==> config.mk <==
export PLATFORM = sky130hd
export DESIGN_NAME = shared_pool_three_stacks_unit_flat
export DESIGN_NICKNAME = d
export VERILOG_FILES = /design/src/hdl/spts_pkg.sv /design/src/hdl/spts_req_if.sv /design/src/hdl/spts_rsp_if.sv /design/src/hdl/spts_ctrl.sv /design/src/hdl/spts_dpath.sv /design/src/hdl/shared_pool_three_stacks_unit.sv /design/src/flat_wrapper.sv
export VERILOG_INCLUDE_DIRS = /design/src /design/src/hdl
export SDC_FILE = /design/constraint.sdc
export NUM_CORES = 2
export LEC_CHECK = 0
export BUFFER_PORTS_ARGS = -buffer_cell sky130_fd_sc_hd__clkbuf_2
export CELL_PAD_IN_SITES_DETAIL_PLACEMENT = 0
export CELL_PAD_IN_SITES_GLOBAL_PLACEMENT = 1
export CORE_ASPECT_RATIO = 0.8
export CORE_MARGIN = 3
export CORE_UTILIZATION = 35
export DETAILED_ROUTE_END_ITERATION = 16
export PLACE_DENSITY_LB_ADDON = 0.15
export SKIP_CTS_REPAIR_TIMING = 1
export SYNTH_ARGS = -nofsm -noshare
export SYNTH_HDL_FRONTEND = slang
export SYNTH_HIERARCHICAL = 1
export SYNTH_SLANG_ARGS = --single-unit
==> constraint.sdc <==
create_clock -name clock -period 5.45 [get_ports clock]
set_input_delay 1.09 -clock clock [delete_from_list [all_inputs] [get_ports clock]]
set_output_delay 1.09 -clock clock [all_outputs]
set_load 0.05 [all_outputs]
==> src/hdl/assert_macros.svh <==
// Assertion macros shared by the modules of the stack pool block.
`ifndef ASSERT_MACROS_SVH
`define ASSERT_MACROS_SVH

// A property that must hold at every clock edge outside of reset.
`define SPTS_CHECK(name, clk, rst, prop, msg) \
   name: assert property (@(posedge clk) disable iff (rst) (prop)) else $error(msg);

// A condition in one cycle that must be followed by another in the next cycle.
`define SPTS_CHECK_NEXT(name, clk, rst, pre, post, msg) \
   name: assert property (@(posedge clk) disable iff (rst) (pre) |=> (post)) else $error(msg);

`endif

==> src/hdl/spts_pkg.sv <==
package spts_pkg;

   localparam int POOL_NODES_DEF = 64;
   localparam int DATA_BITS_DEF  = 32;
   localparam int NUM_STACKS     = 3;

   localparam int OP_BITS     = 2;
   localparam int SEL_BITS    = 2;
   localparam int STATUS_BITS = 2;

   localparam logic [OP_BITS-1:0] OP_PUSH  = 2'd0;
   localparam logic [OP_BITS-1:0] OP_POP   = 2'd1;
   localparam logic [OP_BITS-1:0] OP_CLEAR = 2'd2;

   localparam logic [STATUS_BITS-1:0] STATUS_OK    = 2'd0;
   localparam logic [STATUS_BITS-1:0] STATUS_FULL  = 2'd1;
   localparam logic [STATUS_BITS-1:0] STATUS_EMPTY = 2'd2;

   // Commands from the controller to the datapath.
   typedef struct packed {
      logic                   load_req;
      logic                   set_status;
      logic [STATUS_BITS-1:0] status;
      logic                   push_exec;
      logic                   push_fin;
      logic                   pop_rd;
      logic                   pop_fin;
      logic                   walk_rd;
      logic                   walk_step;
      logic                   load_rsp;
   } cmd_type;

   // Status from the datapath to the controller.
   typedef struct packed {
      logic [OP_BITS-1:0] op;
      logic               sel_valid;
      logic               head_is_node;
      logic               free_is_node;
      logic               next_is_node;
   } stat_type;

endpackage

==> src/hdl/spts_req_if.sv <==
interface spts_req_if;
   import spts_pkg::*;

   logic                       valid;
   logic                       ready;
   logic [OP_BITS-1:0]         op;
   logic [SEL_BITS-1:0]        stack_sel;
   logic signed [31:0]         push_value;

   modport source (output valid, output op, output stack_sel, output push_value,
                   input ready);
   modport sink   (input valid, input op, input stack_sel, input push_value,
                   output ready);
endinterface

==> src/hdl/spts_rsp_if.sv <==
interface spts_rsp_if;
   import spts_pkg::*;

   logic                       valid;
   logic                       ready;
   logic [STATUS_BITS-1:0]     status;
   logic signed [31:0]         pop_value;
   logic                       now_empty;

   modport source (output valid, output status, output pop_value, output now_empty,
                   input ready);
   modport sink   (input valid, input status, input pop_value, input now_empty,
                   output ready);
endinterface

==> src/hdl/spts_ctrl.sv <==
`include "assert_macros.svh"

module spts_ctrl
   import spts_pkg::*;
(
   input  logic     clock,
   input  logic     reset,
   input  logic     req_valid,
   output logic     req_ready,
   output logic     rsp_valid,
   input  logic     rsp_ready,
   input  stat_type stat,
   output cmd_type  cmd
);

   localparam logic [2:0] ST_IDLE  = 3'd0;
   localparam logic [2:0] ST_EXEC  = 3'd1;
   localparam logic [2:0] ST_PUSH2 = 3'd2;
   localparam logic [2:0] ST_POP2  = 3'd3;
   localparam logic [2:0] ST_WALK  = 3'd4;
   localparam logic [2:0] ST_DONE  = 3'd5;

   logic [2:0] state_ff, state_in;
   logic       rsp_valid_ff, rsp_valid_in;

   always_comb begin
      state_in  = state_ff;
      cmd       = '0;
      req_ready = 1'b0;
      case (state_ff)
         ST_IDLE: begin
            req_ready = 1'b1;
            if (req_valid) begin
               cmd.load_req = 1'b1;
               state_in     = ST_EXEC;
            end
         end
         ST_EXEC: begin
            cmd.set_status = 1'b1;
            cmd.status     = STATUS_OK;
            state_in       = ST_DONE;
            case (stat.op)
               OP_PUSH: begin
                  if (stat.sel_valid && stat.free_is_node) begin
                     cmd.push_exec = 1'b1;
                     state_in      = ST_PUSH2;
                  end else begin
                     cmd.status = STATUS_FULL;
                  end
               end
               OP_POP: begin
                  if (stat.sel_valid && stat.head_is_node) begin
                     cmd.pop_rd = 1'b1;
                     state_in   = ST_POP2;
                  end else begin
                     cmd.status = STATUS_EMPTY;
                  end
               end
               OP_CLEAR: begin
                  if (stat.sel_valid && stat.head_is_node) begin
                     cmd.walk_rd = 1'b1;
                     state_in    = ST_WALK;
                  end
               end
               default: begin
                  state_in = ST_DONE;
               end
            endcase
         end
         ST_PUSH2: begin
            cmd.push_fin = 1'b1;
            state_in     = ST_DONE;
         end
         ST_POP2: begin
            cmd.pop_fin = 1'b1;
            state_in    = ST_DONE;
         end
         ST_WALK: begin
            cmd.walk_step = 1'b1;
            if (!stat.next_is_node) begin
               state_in = ST_DONE;
            end
         end
         ST_DONE: begin
            if (!rsp_valid_ff || rsp_ready) begin
               cmd.load_rsp = 1'b1;
               state_in     = ST_IDLE;
            end
         end
         default: begin
            state_in = ST_IDLE;
         end
      endcase
   end

   always_comb begin
      if (cmd.load_rsp) begin
         rsp_valid_in = 1'b1;
      end else if (rsp_ready) begin
         rsp_valid_in = 1'b0;
      end else begin
         rsp_valid_in = rsp_valid_ff;
      end
   end

   always_ff @(posedge clock) begin
      if (reset) begin
         state_ff     <= ST_IDLE;
         rsp_valid_ff <= 1'b0;
      end else begin
         state_ff     <= state_in;
         rsp_valid_ff <= rsp_valid_in;
      end
   end

   assign rsp_valid = rsp_valid_ff;

   `SPTS_CHECK(a_rsp_slot_free, clock, reset, cmd.load_rsp |-> (!rsp_valid_ff || rsp_ready), "response overwritten before it was taken")
   `SPTS_CHECK_NEXT(a_exec_after_accept, clock, reset, req_valid && req_ready, state_ff == ST_EXEC, "accepted request not executed")

endmodule

==> src/hdl/spts_dpath.sv <==
`include "assert_macros.svh"

module spts_dpath
   import spts_pkg::*;
#(
   parameter int POOL_NODES = POOL_NODES_DEF,
   parameter int DATA_BITS  = DATA_BITS_DEF
)
(
   input  logic                    clock,
   input  logic                    reset,
   input  cmd_type                 cmd,
   output stat_type                stat,
   input  logic [OP_BITS-1:0]      req_op,
   input  logic [SEL_BITS-1:0]     req_stack_sel,
   input  logic signed [31:0]      req_push_value,
   output logic [STATUS_BITS-1:0]  rsp_status,
   output logic signed [31:0]      rsp_pop_value,
   output logic                    rsp_now_empty
);

   localparam int PTR_W = $clog2(POOL_NODES + 1);
   localparam int IDX_W = $clog2(POOL_NODES);
   localparam logic [PTR_W-1:0] NIL = PTR_W'(POOL_NODES);

   logic [OP_BITS-1:0]     op_ff;
   logic [SEL_BITS-1:0]    sel_ff;
   logic [DATA_BITS-1:0]   val_ff;

   logic [PTR_W-1:0]       head_ff [NUM_STACKS];
   logic [PTR_W-1:0]       head_in [NUM_STACKS];
   logic [PTR_W-1:0]       free_ff, free_in;
   logic [PTR_W-1:0]       fresh_ff, fresh_in;

   logic [PTR_W-1:0]       link_mem  [POOL_NODES];
   logic [DATA_BITS-1:0]   value_mem [POOL_NODES];

   logic [PTR_W-1:0]       rd_ptr_ff;
   logic [PTR_W-1:0]       link_rd_ff;
   logic                   link_fresh_ff;
   logic [DATA_BITS-1:0]   value_rd_ff;

   logic [STATUS_BITS-1:0] status_ff;
   logic [31:0]            pop_ff;
   logic [STATUS_BITS-1:0] rsp_status_ff;
   logic [31:0]            rsp_pop_ff;
   logic                   rsp_empty_ff;

   logic                   sel_valid;
   logic [PTR_W-1:0]       head_sel;
   logic [PTR_W-1:0]       link_next;
   logic [PTR_W-1:0]       rd_ptr;
   logic                   link_rd_en;
   logic                   wr_en;
   logic [PTR_W-1:0]       wr_ptr;
   logic [PTR_W-1:0]       wr_data;
   logic [63:0]            push_wide;
   logic [63:0]            pop_wide;

   always_comb begin
      sel_valid = sel_ff < SEL_BITS'(NUM_STACKS);
      head_sel  = sel_valid ? head_ff[sel_ff] : NIL;
      // Nodes at or above the fill mark were never written, so their link
      // is taken to be the next node index.
      link_next = link_fresh_ff ? (rd_ptr_ff + PTR_W'(1)) : link_rd_ff;

      stat.op           = op_ff;
      stat.sel_valid    = sel_valid;
      stat.head_is_node = head_sel < NIL;
      stat.free_is_node = free_ff < NIL;
      stat.next_is_node = link_next < NIL;

      link_rd_en = cmd.push_exec || cmd.pop_rd || cmd.walk_rd ||
                   (cmd.walk_step && (link_next < NIL));
      rd_ptr     = cmd.push_exec ? free_ff : (cmd.walk_step ? link_next : head_sel);

      wr_en   = cmd.push_exec || cmd.pop_fin || cmd.walk_step;
      wr_ptr  = cmd.push_exec ? free_ff : rd_ptr_ff;
      wr_data = cmd.push_exec ? head_sel : free_ff;

      push_wide = {32'b0, req_push_value};
      pop_wide  = 64'($signed(value_rd_ff));
   end

   always_comb begin
      for (int i = 0; i < NUM_STACKS; i++) begin
         head_in[i] = head_ff[i];
         if (sel_ff == SEL_BITS'(i)) begin
            if (cmd.push_exec) begin
               head_in[i] = free_ff;
            end
            if (cmd.pop_fin || cmd.walk_step) begin
               head_in[i] = link_next;
            end
         end
      end
      free_in  = free_ff;
      fresh_in = fresh_ff;
      if (cmd.push_exec && (free_ff >= fresh_ff)) begin
         fresh_in = free_ff + PTR_W'(1);
      end
      if (cmd.push_fin) begin
         free_in = link_next;
      end
      if (cmd.pop_fin || cmd.walk_step) begin
         free_in = rd_ptr_ff;
      end
   end

   always_ff @(posedge clock) begin
      if (reset) begin
         for (int i = 0; i < NUM_STACKS; i++) begin
            head_ff[i] <= NIL;
         end
         free_ff  <= '0;
         fresh_ff <= '0;
      end else begin
         for (int i = 0; i < NUM_STACKS; i++) begin
            head_ff[i] <= head_in[i];
         end
         free_ff  <= free_in;
         fresh_ff <= fresh_in;
      end
   end

   always_ff @(posedge clock) begin
      if (link_rd_en) begin
         link_rd_ff    <= link_mem[rd_ptr[IDX_W-1:0]];
         rd_ptr_ff     <= rd_ptr;
         link_fresh_ff <= rd_ptr >= fresh_ff;
      end
      if (wr_en) begin
         link_mem[wr_ptr[IDX_W-1:0]] <= wr_data;
      end
   end

   always_ff @(posedge clock) begin
      if (cmd.push_exec) begin
         value_mem[free_ff[IDX_W-1:0]] <= val_ff;
      end
      if (cmd.pop_rd) begin
         value_rd_ff <= value_mem[head_sel[IDX_W-1:0]];
      end
   end

   always_ff @(posedge clock) begin
      if (cmd.load_req) begin
         op_ff  <= req_op;
         sel_ff <= req_stack_sel;
         val_ff <= push_wide[DATA_BITS-1:0];
         pop_ff <= '0;
      end
      if (cmd.set_status) begin
         status_ff <= cmd.status;
      end
      if (cmd.pop_fin) begin
         pop_ff <= pop_wide[31:0];
      end
      if (cmd.load_rsp) begin
         rsp_status_ff <= status_ff;
         rsp_pop_ff    <= pop_ff;
         rsp_empty_ff  <= !(head_sel < NIL);
      end
   end

   assign rsp_status    = rsp_status_ff;
   assign rsp_pop_value = rsp_pop_ff;
   assign rsp_now_empty = rsp_empty_ff;

   // While push_fin is issued, the new head still equals the free pointer until the
   // free list advances at the end of that cycle.
   `SPTS_CHECK(a_free_not_head, clock, reset,
      (!cmd.push_fin && ((head_ff[0] == free_ff) || (head_ff[1] == free_ff) ||
                         (head_ff[2] == free_ff))) |-> (free_ff == NIL),
      "node is both free and on a stack")
   `SPTS_CHECK(a_fill_mark_range, clock, reset, fresh_ff <= NIL, "fill mark beyond the pool")
   `SPTS_CHECK(a_push_has_node, clock, reset, cmd.push_exec |-> (sel_valid && (free_ff < NIL)), "push issued without a free node")

endmodule

==> src/hdl/shared_pool_three_stacks_unit.sv <==
// Three LIFO stacks that share one pool of POOL_NODES linked nodes, each
// holding DATA_BITS of data; a free list threads the nodes not in use and
// all of them can hold data. One request transaction (push, pop or clear of
// the selected stack) yields exactly one response transaction with a status
// (ok, pool full on push, stack empty on pop), the popped value sign-extended
// to 32 bits (zero unless a pop succeeded), and whether the selected stack is
// empty afterwards. Stack selector 3 names a stack that is always empty, and
// op code 3 changes nothing. Requests are handled one at a time: a successful
// push or pop runs an execute step and then a finish step before its response
// is loaded, a rejected request or an unknown op goes from the execute step
// straight to the response, and a clear walks the stack one node per cycle.
// The finish and walk steps are needed because the link memory, whose read is
// registered, must return its data before the next pointer is known.
// A new request is accepted as soon as the previous one has been moved into
// the response register, even while that response still waits to be taken;
// if the response register is still occupied when the next result is ready,
// the block holds it until the sink takes the earlier response. After reset
// all stacks are empty and all nodes free at once: no clearing pass is run,
// since untouched nodes are tracked by a fill mark.

module shared_pool_three_stacks_unit
   import spts_pkg::*;
#(
   parameter int POOL_NODES = POOL_NODES_DEF,
   parameter int DATA_BITS  = DATA_BITS_DEF
)
(
   input logic         clock,
   input logic         reset,
   spts_req_if.sink    req_if,
   spts_rsp_if.source  rsp_if
);

   // Commands and status between the sequencer and the pointer datapath.
   cmd_type  cmd;
   stat_type stat;

   // The controller owns the handshakes and decides which step runs next.
   spts_ctrl u_ctrl (
      .clock     (clock),
      .reset     (reset),
      .req_valid (req_if.valid),
      .req_ready (req_if.ready),
      .rsp_valid (rsp_if.valid),
      .rsp_ready (rsp_if.ready),
      .stat      (stat),
      .cmd       (cmd)
   );

   // The datapath keeps the stack heads, the free list, the node memories
   // and the response payload register.
   spts_dpath #(
      .POOL_NODES (POOL_NODES),
      .DATA_BITS  (DATA_BITS)
   ) u_dpath (
      .clock          (clock),
      .reset          (reset),
      .cmd            (cmd),
      .stat           (stat),
      .req_op         (req_if.op),
      .req_stack_sel  (req_if.stack_sel),
      .req_push_value (req_if.push_value),
      .rsp_status     (rsp_if.status),
      .rsp_pop_value  (rsp_if.pop_value),
      .rsp_now_empty  (rsp_if.now_empty)
   );

endmodule

==> src/flat_wrapper.sv <==
// flat-port wrapper written by rule: the top's interface ports become plain ports
module shared_pool_three_stacks_unit_flat import spts_pkg::*;
#(
   parameter int POOL_NODES = POOL_NODES_DEF,
   parameter int DATA_BITS  = DATA_BITS_DEF
)
  (clock, reset, req_if_valid, req_if_op, req_if_stack_sel, req_if_push_value, req_if_ready, rsp_if_valid, rsp_if_status, rsp_if_pop_value, rsp_if_now_empty, rsp_if_ready);
  spts_req_if req_if_i ();
  spts_rsp_if rsp_if_i ();
  input logic clock;
  input logic reset;
  input wire logic [$bits(req_if_i.valid)-1:0] req_if_valid;
  input wire logic [$bits(req_if_i.op)-1:0] req_if_op;
  input wire logic [$bits(req_if_i.stack_sel)-1:0] req_if_stack_sel;
  input wire logic [$bits(req_if_i.push_value)-1:0] req_if_push_value;
  output wire logic [$bits(req_if_i.ready)-1:0] req_if_ready;
  output wire logic [$bits(rsp_if_i.valid)-1:0] rsp_if_valid;
  output wire logic [$bits(rsp_if_i.status)-1:0] rsp_if_status;
  output wire logic [$bits(rsp_if_i.pop_value)-1:0] rsp_if_pop_value;
  output wire logic [$bits(rsp_if_i.now_empty)-1:0] rsp_if_now_empty;
  input wire logic [$bits(rsp_if_i.ready)-1:0] rsp_if_ready;
  assign req_if_i.valid = req_if_valid;
  assign req_if_i.op = req_if_op;
  assign req_if_i.stack_sel = req_if_stack_sel;
  assign req_if_i.push_value = req_if_push_value;
  assign req_if_ready = req_if_i.ready;
  assign rsp_if_valid = rsp_if_i.valid;
  assign rsp_if_status = rsp_if_i.status;
  assign rsp_if_pop_value = rsp_if_i.pop_value;
  assign rsp_if_now_empty = rsp_if_i.now_empty;
  assign rsp_if_i.ready = rsp_if_ready;
  shared_pool_three_stacks_unit #(.POOL_NODES(POOL_NODES), .DATA_BITS(DATA_BITS)) u_core (.clock(clock), .reset(reset), .req_if(req_if_i), .rsp_if(rsp_if_i));
endmodule
==> insert_results.sql <==
INSERT INTO impl_metrics (metric_group, metric, value, unit) VALUES
('placed_design', 'post-place-cells', '11680', ''),
('placed_design', 'finalWeightedCongestion', '0.7993', ''),
('grt', 'grt_pass1_vias', '63500', ''),
('timing', 'grt_setup_unrepaired', 'false', ''),
('yosys', 'synth_top_cell_by_area', 'edfxtp_1', ''),
('placed_design', 'dp.final_hpwl', '197.2', 'mm'),
('route', 'post_drt_wl_per_cell', '28.40', 'um'),
('cells_and_area', 'synthToLayoutAreaGrowth', '14.63', '%'),
('yosys', 'yosys_most_used_dff', 'edfxtp_1', ''),
('clock_network', 'cts_sinks', '2689', ''),
('grt', 'grt_start_max_net_pins', '129', ''),
('worst_setup_path', 'worst-setup-path-type', 'reg -> reg', ''),
('yosys', 'synth.ff_latch_count', '2689', ''),
('cells_and_area', 'layout-drive-gt1-share', '0.1084', ''),
('worst_setup_path', 'worst_path_cell_trace', 'nand2_1 > buf_4 > o211a_4 > buf_12 > buf_12 > mux2i_1 > mux2i_1 > a32o_1 > a221oi_1 > o22ai_1 > a221o_1', ''),
('worst_setup_path', 'crit_path_end_kind', 'flip-flop', ''),
('worst_setup_path', 'largest_delay_contributor_family_on_the_critical_path', 'compound AO/OA/AOI/OAI gates', ''),
('route', 'vias', '66570', ''),
('yosys', 'syn_nets', '7866', ''),
('grt', 'globalRouteTotalUtil', '0.2172', ''),
('yosys', 'synth_top_cell_area_share', '0.7537', ''),
('clock_network', 'tritoncts', 'done', ''),
('yosys', 'postSynthAreaPerCell', '13.62', 'um2'),
('clock_network', 'cts.reportedPaths.clkPinSlew', '0.06', 'ns'),
('worst_setup_path', 'worst-path-buf-inv', '3', ''),
('timing', 'max_slew.worst_pin.slew', '1.266', 'ns'),
('timing', 'finalCriticalPeriod', '5.168', 'ns'),
('floorplanning', 'die_width', '622.3', 'um'),
('timing', 'skew', '0.04245', 'ns'),
('yosys', 'library_cell_with_the_highest_instance_count_after_synthesis', 'edfxtp_1', ''),
('route', 'drtIter0Drc', '7637', ''),
('cells_and_area', 'net_count_reported_at_finish', '8023', ''),
('route', 'post_drt_via_cell_ratio', '5.462', ''),
('floorplanning', 'core', '301600', 'um2'),
('yosys', 'synth.distinct_cells', '68', ''),
('power', 'cellPowerDensity', '435.0', 'nW/um2'),
('worst_setup_path', 'critical_path_peak_fanout', '102', ''),
('floorplanning', 'top_level_pins', '77', ''),
('clock_network', 'clk_latency', '0.86', 'ns'),
('power', 'switchingPower', '16.04', 'mW'),
('clock_network', 'cts.root.buffer_cell', 'clkbuf_16', ''),
('floorplanning', 'total_die_area', '310500', 'um2'),
('yosys', 'ys_async_sr_fraction', '0', ''),
('floorplanning', 'floorplan.rows', '180', ''),
('grt', 'gr_ovfl_total', '0', ''),
('power', 'leakagePower', '40.93', 'nW'),
('cells_and_area', 'nFillCells', '27950', ''),
('power', 'irDropWorstVdd', '0.2595', 'mV'),
('worst_setup_path', 'critical_path_required', '5.96', 'ns'),
('clock_network', 'cts-buffers-inserted', '290', ''),
('power', 'power_frac_seq', '0.445', ''),
('power', 'clockPowerShare', '0.351', ''),
('route', 'remaining_drc_errors', '0', ''),
('timing', 'maxSlewViolCount', '0', ''),
('worst_setup_path', 'element_type_at_the_critical_path_start', 'flip-flop', ''),
('timing', 'maxClockFrequency', '193.5', 'MHz'),
('power', 'pwr-share-comb', '0.204', ''),
('yosys', 'synth.top_cells.by_count', 'edfxtp_1, nand2_1, nand3_1', ''),
('worst_setup_path', 'wp_data_arrival', '5.68', 'ns'),
('grt', 'antenna_found_initial', '23', ''),
('route', 'totalWireLength', '346.2', 'mm'),
('yosys', 'gate_count_post_synth', '7810', ''),
('cells_and_area', 'fin_cells', '12190', ''),
('run', 'drv.max_cap_violation_count', '0', ''),
('floorplanning', 'floorplan.initialDensity', '0.3526', ''),
('timing', 'setup_viol', '0', ''),
('timing', 'report.final.hold_viol_count', '0', ''),
('yosys', 'mappedNetlistArea', '106300', 'um2'),
('yosys', 'synth-edff-count', '2669', ''),
('placed_design', 'port_buffers', '76', ''),
('run_status', 'outcome', 'complete, no violations', '');
power by group through the flow:
stage | Combinational, mW | Clock, mW | Sequential [mW]
after detailed placement | 10.9 | 0 | 24.0
after global placement | 10.9 | 0 | 24.0
after CTS | 10.9 | 19.0 | 23.6
after floorplan | 6.06 | 0 | 24.3
final | 10.8 | 18.6 | 23.6
after global routing | 11.6 | 19.9 | 23.6
cell families after synthesis:
family,Yosys count,synth area share
compound gates,638,0.04658
simple gates,3708,0.1503
flops,2689,0.7575
buf+inv,526,0.02171
xor+xnor,9,0.0007413
fa+ha+maj,16,0.001883
mux,224,0.02133
cell usage in the layout, fill, tap and decap left out, types with 30 or more instances in the layout:
cell / Yosys / routed
buf_4: 9 / 221
nand2_1: 2269 / 2268
a32oi_1: 86 / 86
buf_12: 0 / 68
a221oi_1: 30 / 30
mux2i_1: 209 / 208
nor2_1: 171 / 107
clkbuf_16: 0 / 297
and2_1: 34 / 33
clkinv_2: 0 / 37
a21oi_1: 43 / 42
o21ai_0: 35 / 32
a31oi_1: 217 / 217
clkinv_1: 0 / 61
nand3_1: 914 / 914
edfxtp_1: 2669 / 2669
and3_1: 186 / 186
a32o_1: 59 / 59
o22ai_1: 35 / 35
clkbuf_2: 1 / 76
nor2_4: 1 / 65
nand4_1: 46 / 46
clkbuf_1: 256 / 75
state kept, by name, indices dropped and copies added, names as in the netlist, named ones only:
signal and flops:
u_core/u_dpath/sel_ff 2, u_core/u_dpath/link_mem 448, u_core/u_dpath/op_ff 2, u_core/u_ctrl/state_ff 3
u_core/u_dpath/pop_ff 32, u_core/u_dpath/free_ff 7, u_core/u_dpath/value_mem 2048, u_core/u_dpath/link_fresh_ff 1
u_core/u_dpath/rsp_status 2, u_core/u_dpath/rsp_now_empty 1, u_core/u_dpath/rsp_pop_value 32, u_core/u_dpath/status_ff 2
u_core/u_dpath/link_rd_ff 7, u_core/u_dpath/val_ff 32, u_core/u_dpath/rd_ptr_ff 7, u_core/u_dpath/fresh_ff 7
u_core/u_ctrl/rsp_valid 1, u_core/u_dpath/value_rd_ff 32, u_core/u_dpath/head_ff 21
per-layer routing:
metal / GRT usage / part of all wire / vias up
met3: 0.03017 / 0.066 / 366
li1: - / - / 29260
met4: 0.04257 / 0.018 / 2
met5: 0 / 0.000038 / -
met2: 0.3200 / 0.43 / 2303
met1: 0.3404 / 0.49 / 34630
worst register-to-register path, delay by kind of cell (launching register included):
family	cells	cell delay, ns
mux	2	0.40
buf+inv	3	1.23
flops	1	0.48
compound gates	5	2.43
simple gates	1	0.27
per-stage QoR:
stage	area [um2]	power, mW	hold slack (ns)	worst slack [ns]	util
finish	121900	53.03	0.4028	0.2817	0.4042
global route	121900	55.10	0.3595	0.1327	0.4041
CTS	121900	53.54	0.3324	0.3220	0.4041
detailed placement	113200	34.91	0.4072	0.3839	0.3754
global placement	113200	34.90	0.4122	0.3848	0.3754
floorplan	106300	30.31	0.4003	0.01207	-
path summary, 6_finish.rpt:
| check | cells past startpoint | end | start | slack [ns] |
|---|---|---|---|---|
| worst max-delay path | 11 | u_core/u_dpath/value_rd_ff[8] | u_core/u_dpath/sel_ff[1] | 0.28 |
| worst min-delay path | 1 | u_core/u_dpath/val_ff[28] | req_if_push_value[28] | 0.40 |
| worst max register to register | 11 | u_core/u_dpath/value_rd_ff[8] | u_core/u_dpath/sel_ff[1] | 0.28 |
| worst min register to register | 0 | u_core/u_dpath/rsp_pop_value[16] | u_core/u_dpath/pop_ff[16] | 0.42 |
final cells by class:
type / instances / area (um2) / share of cell area
Sequential cell: 2689 / 80550 / 0.6608
Multi-Input combinational cell: 4595 / 24140 / 0.1980
Clock buffer: 376 / 7769 / 0.06373
Tap cell: 4004 / 5010 / 0.04110
Timing Repair Buffer: 365 / 3401 / 0.02790
Clock inverter: 125 / 909.6 / 0.007462
Inverter: 26 / 101.3 / 0.0008314
Antenna cell: 8 / 20.02 / 0.0001642
Note: power is estimated with default switching activity, not from simulation.
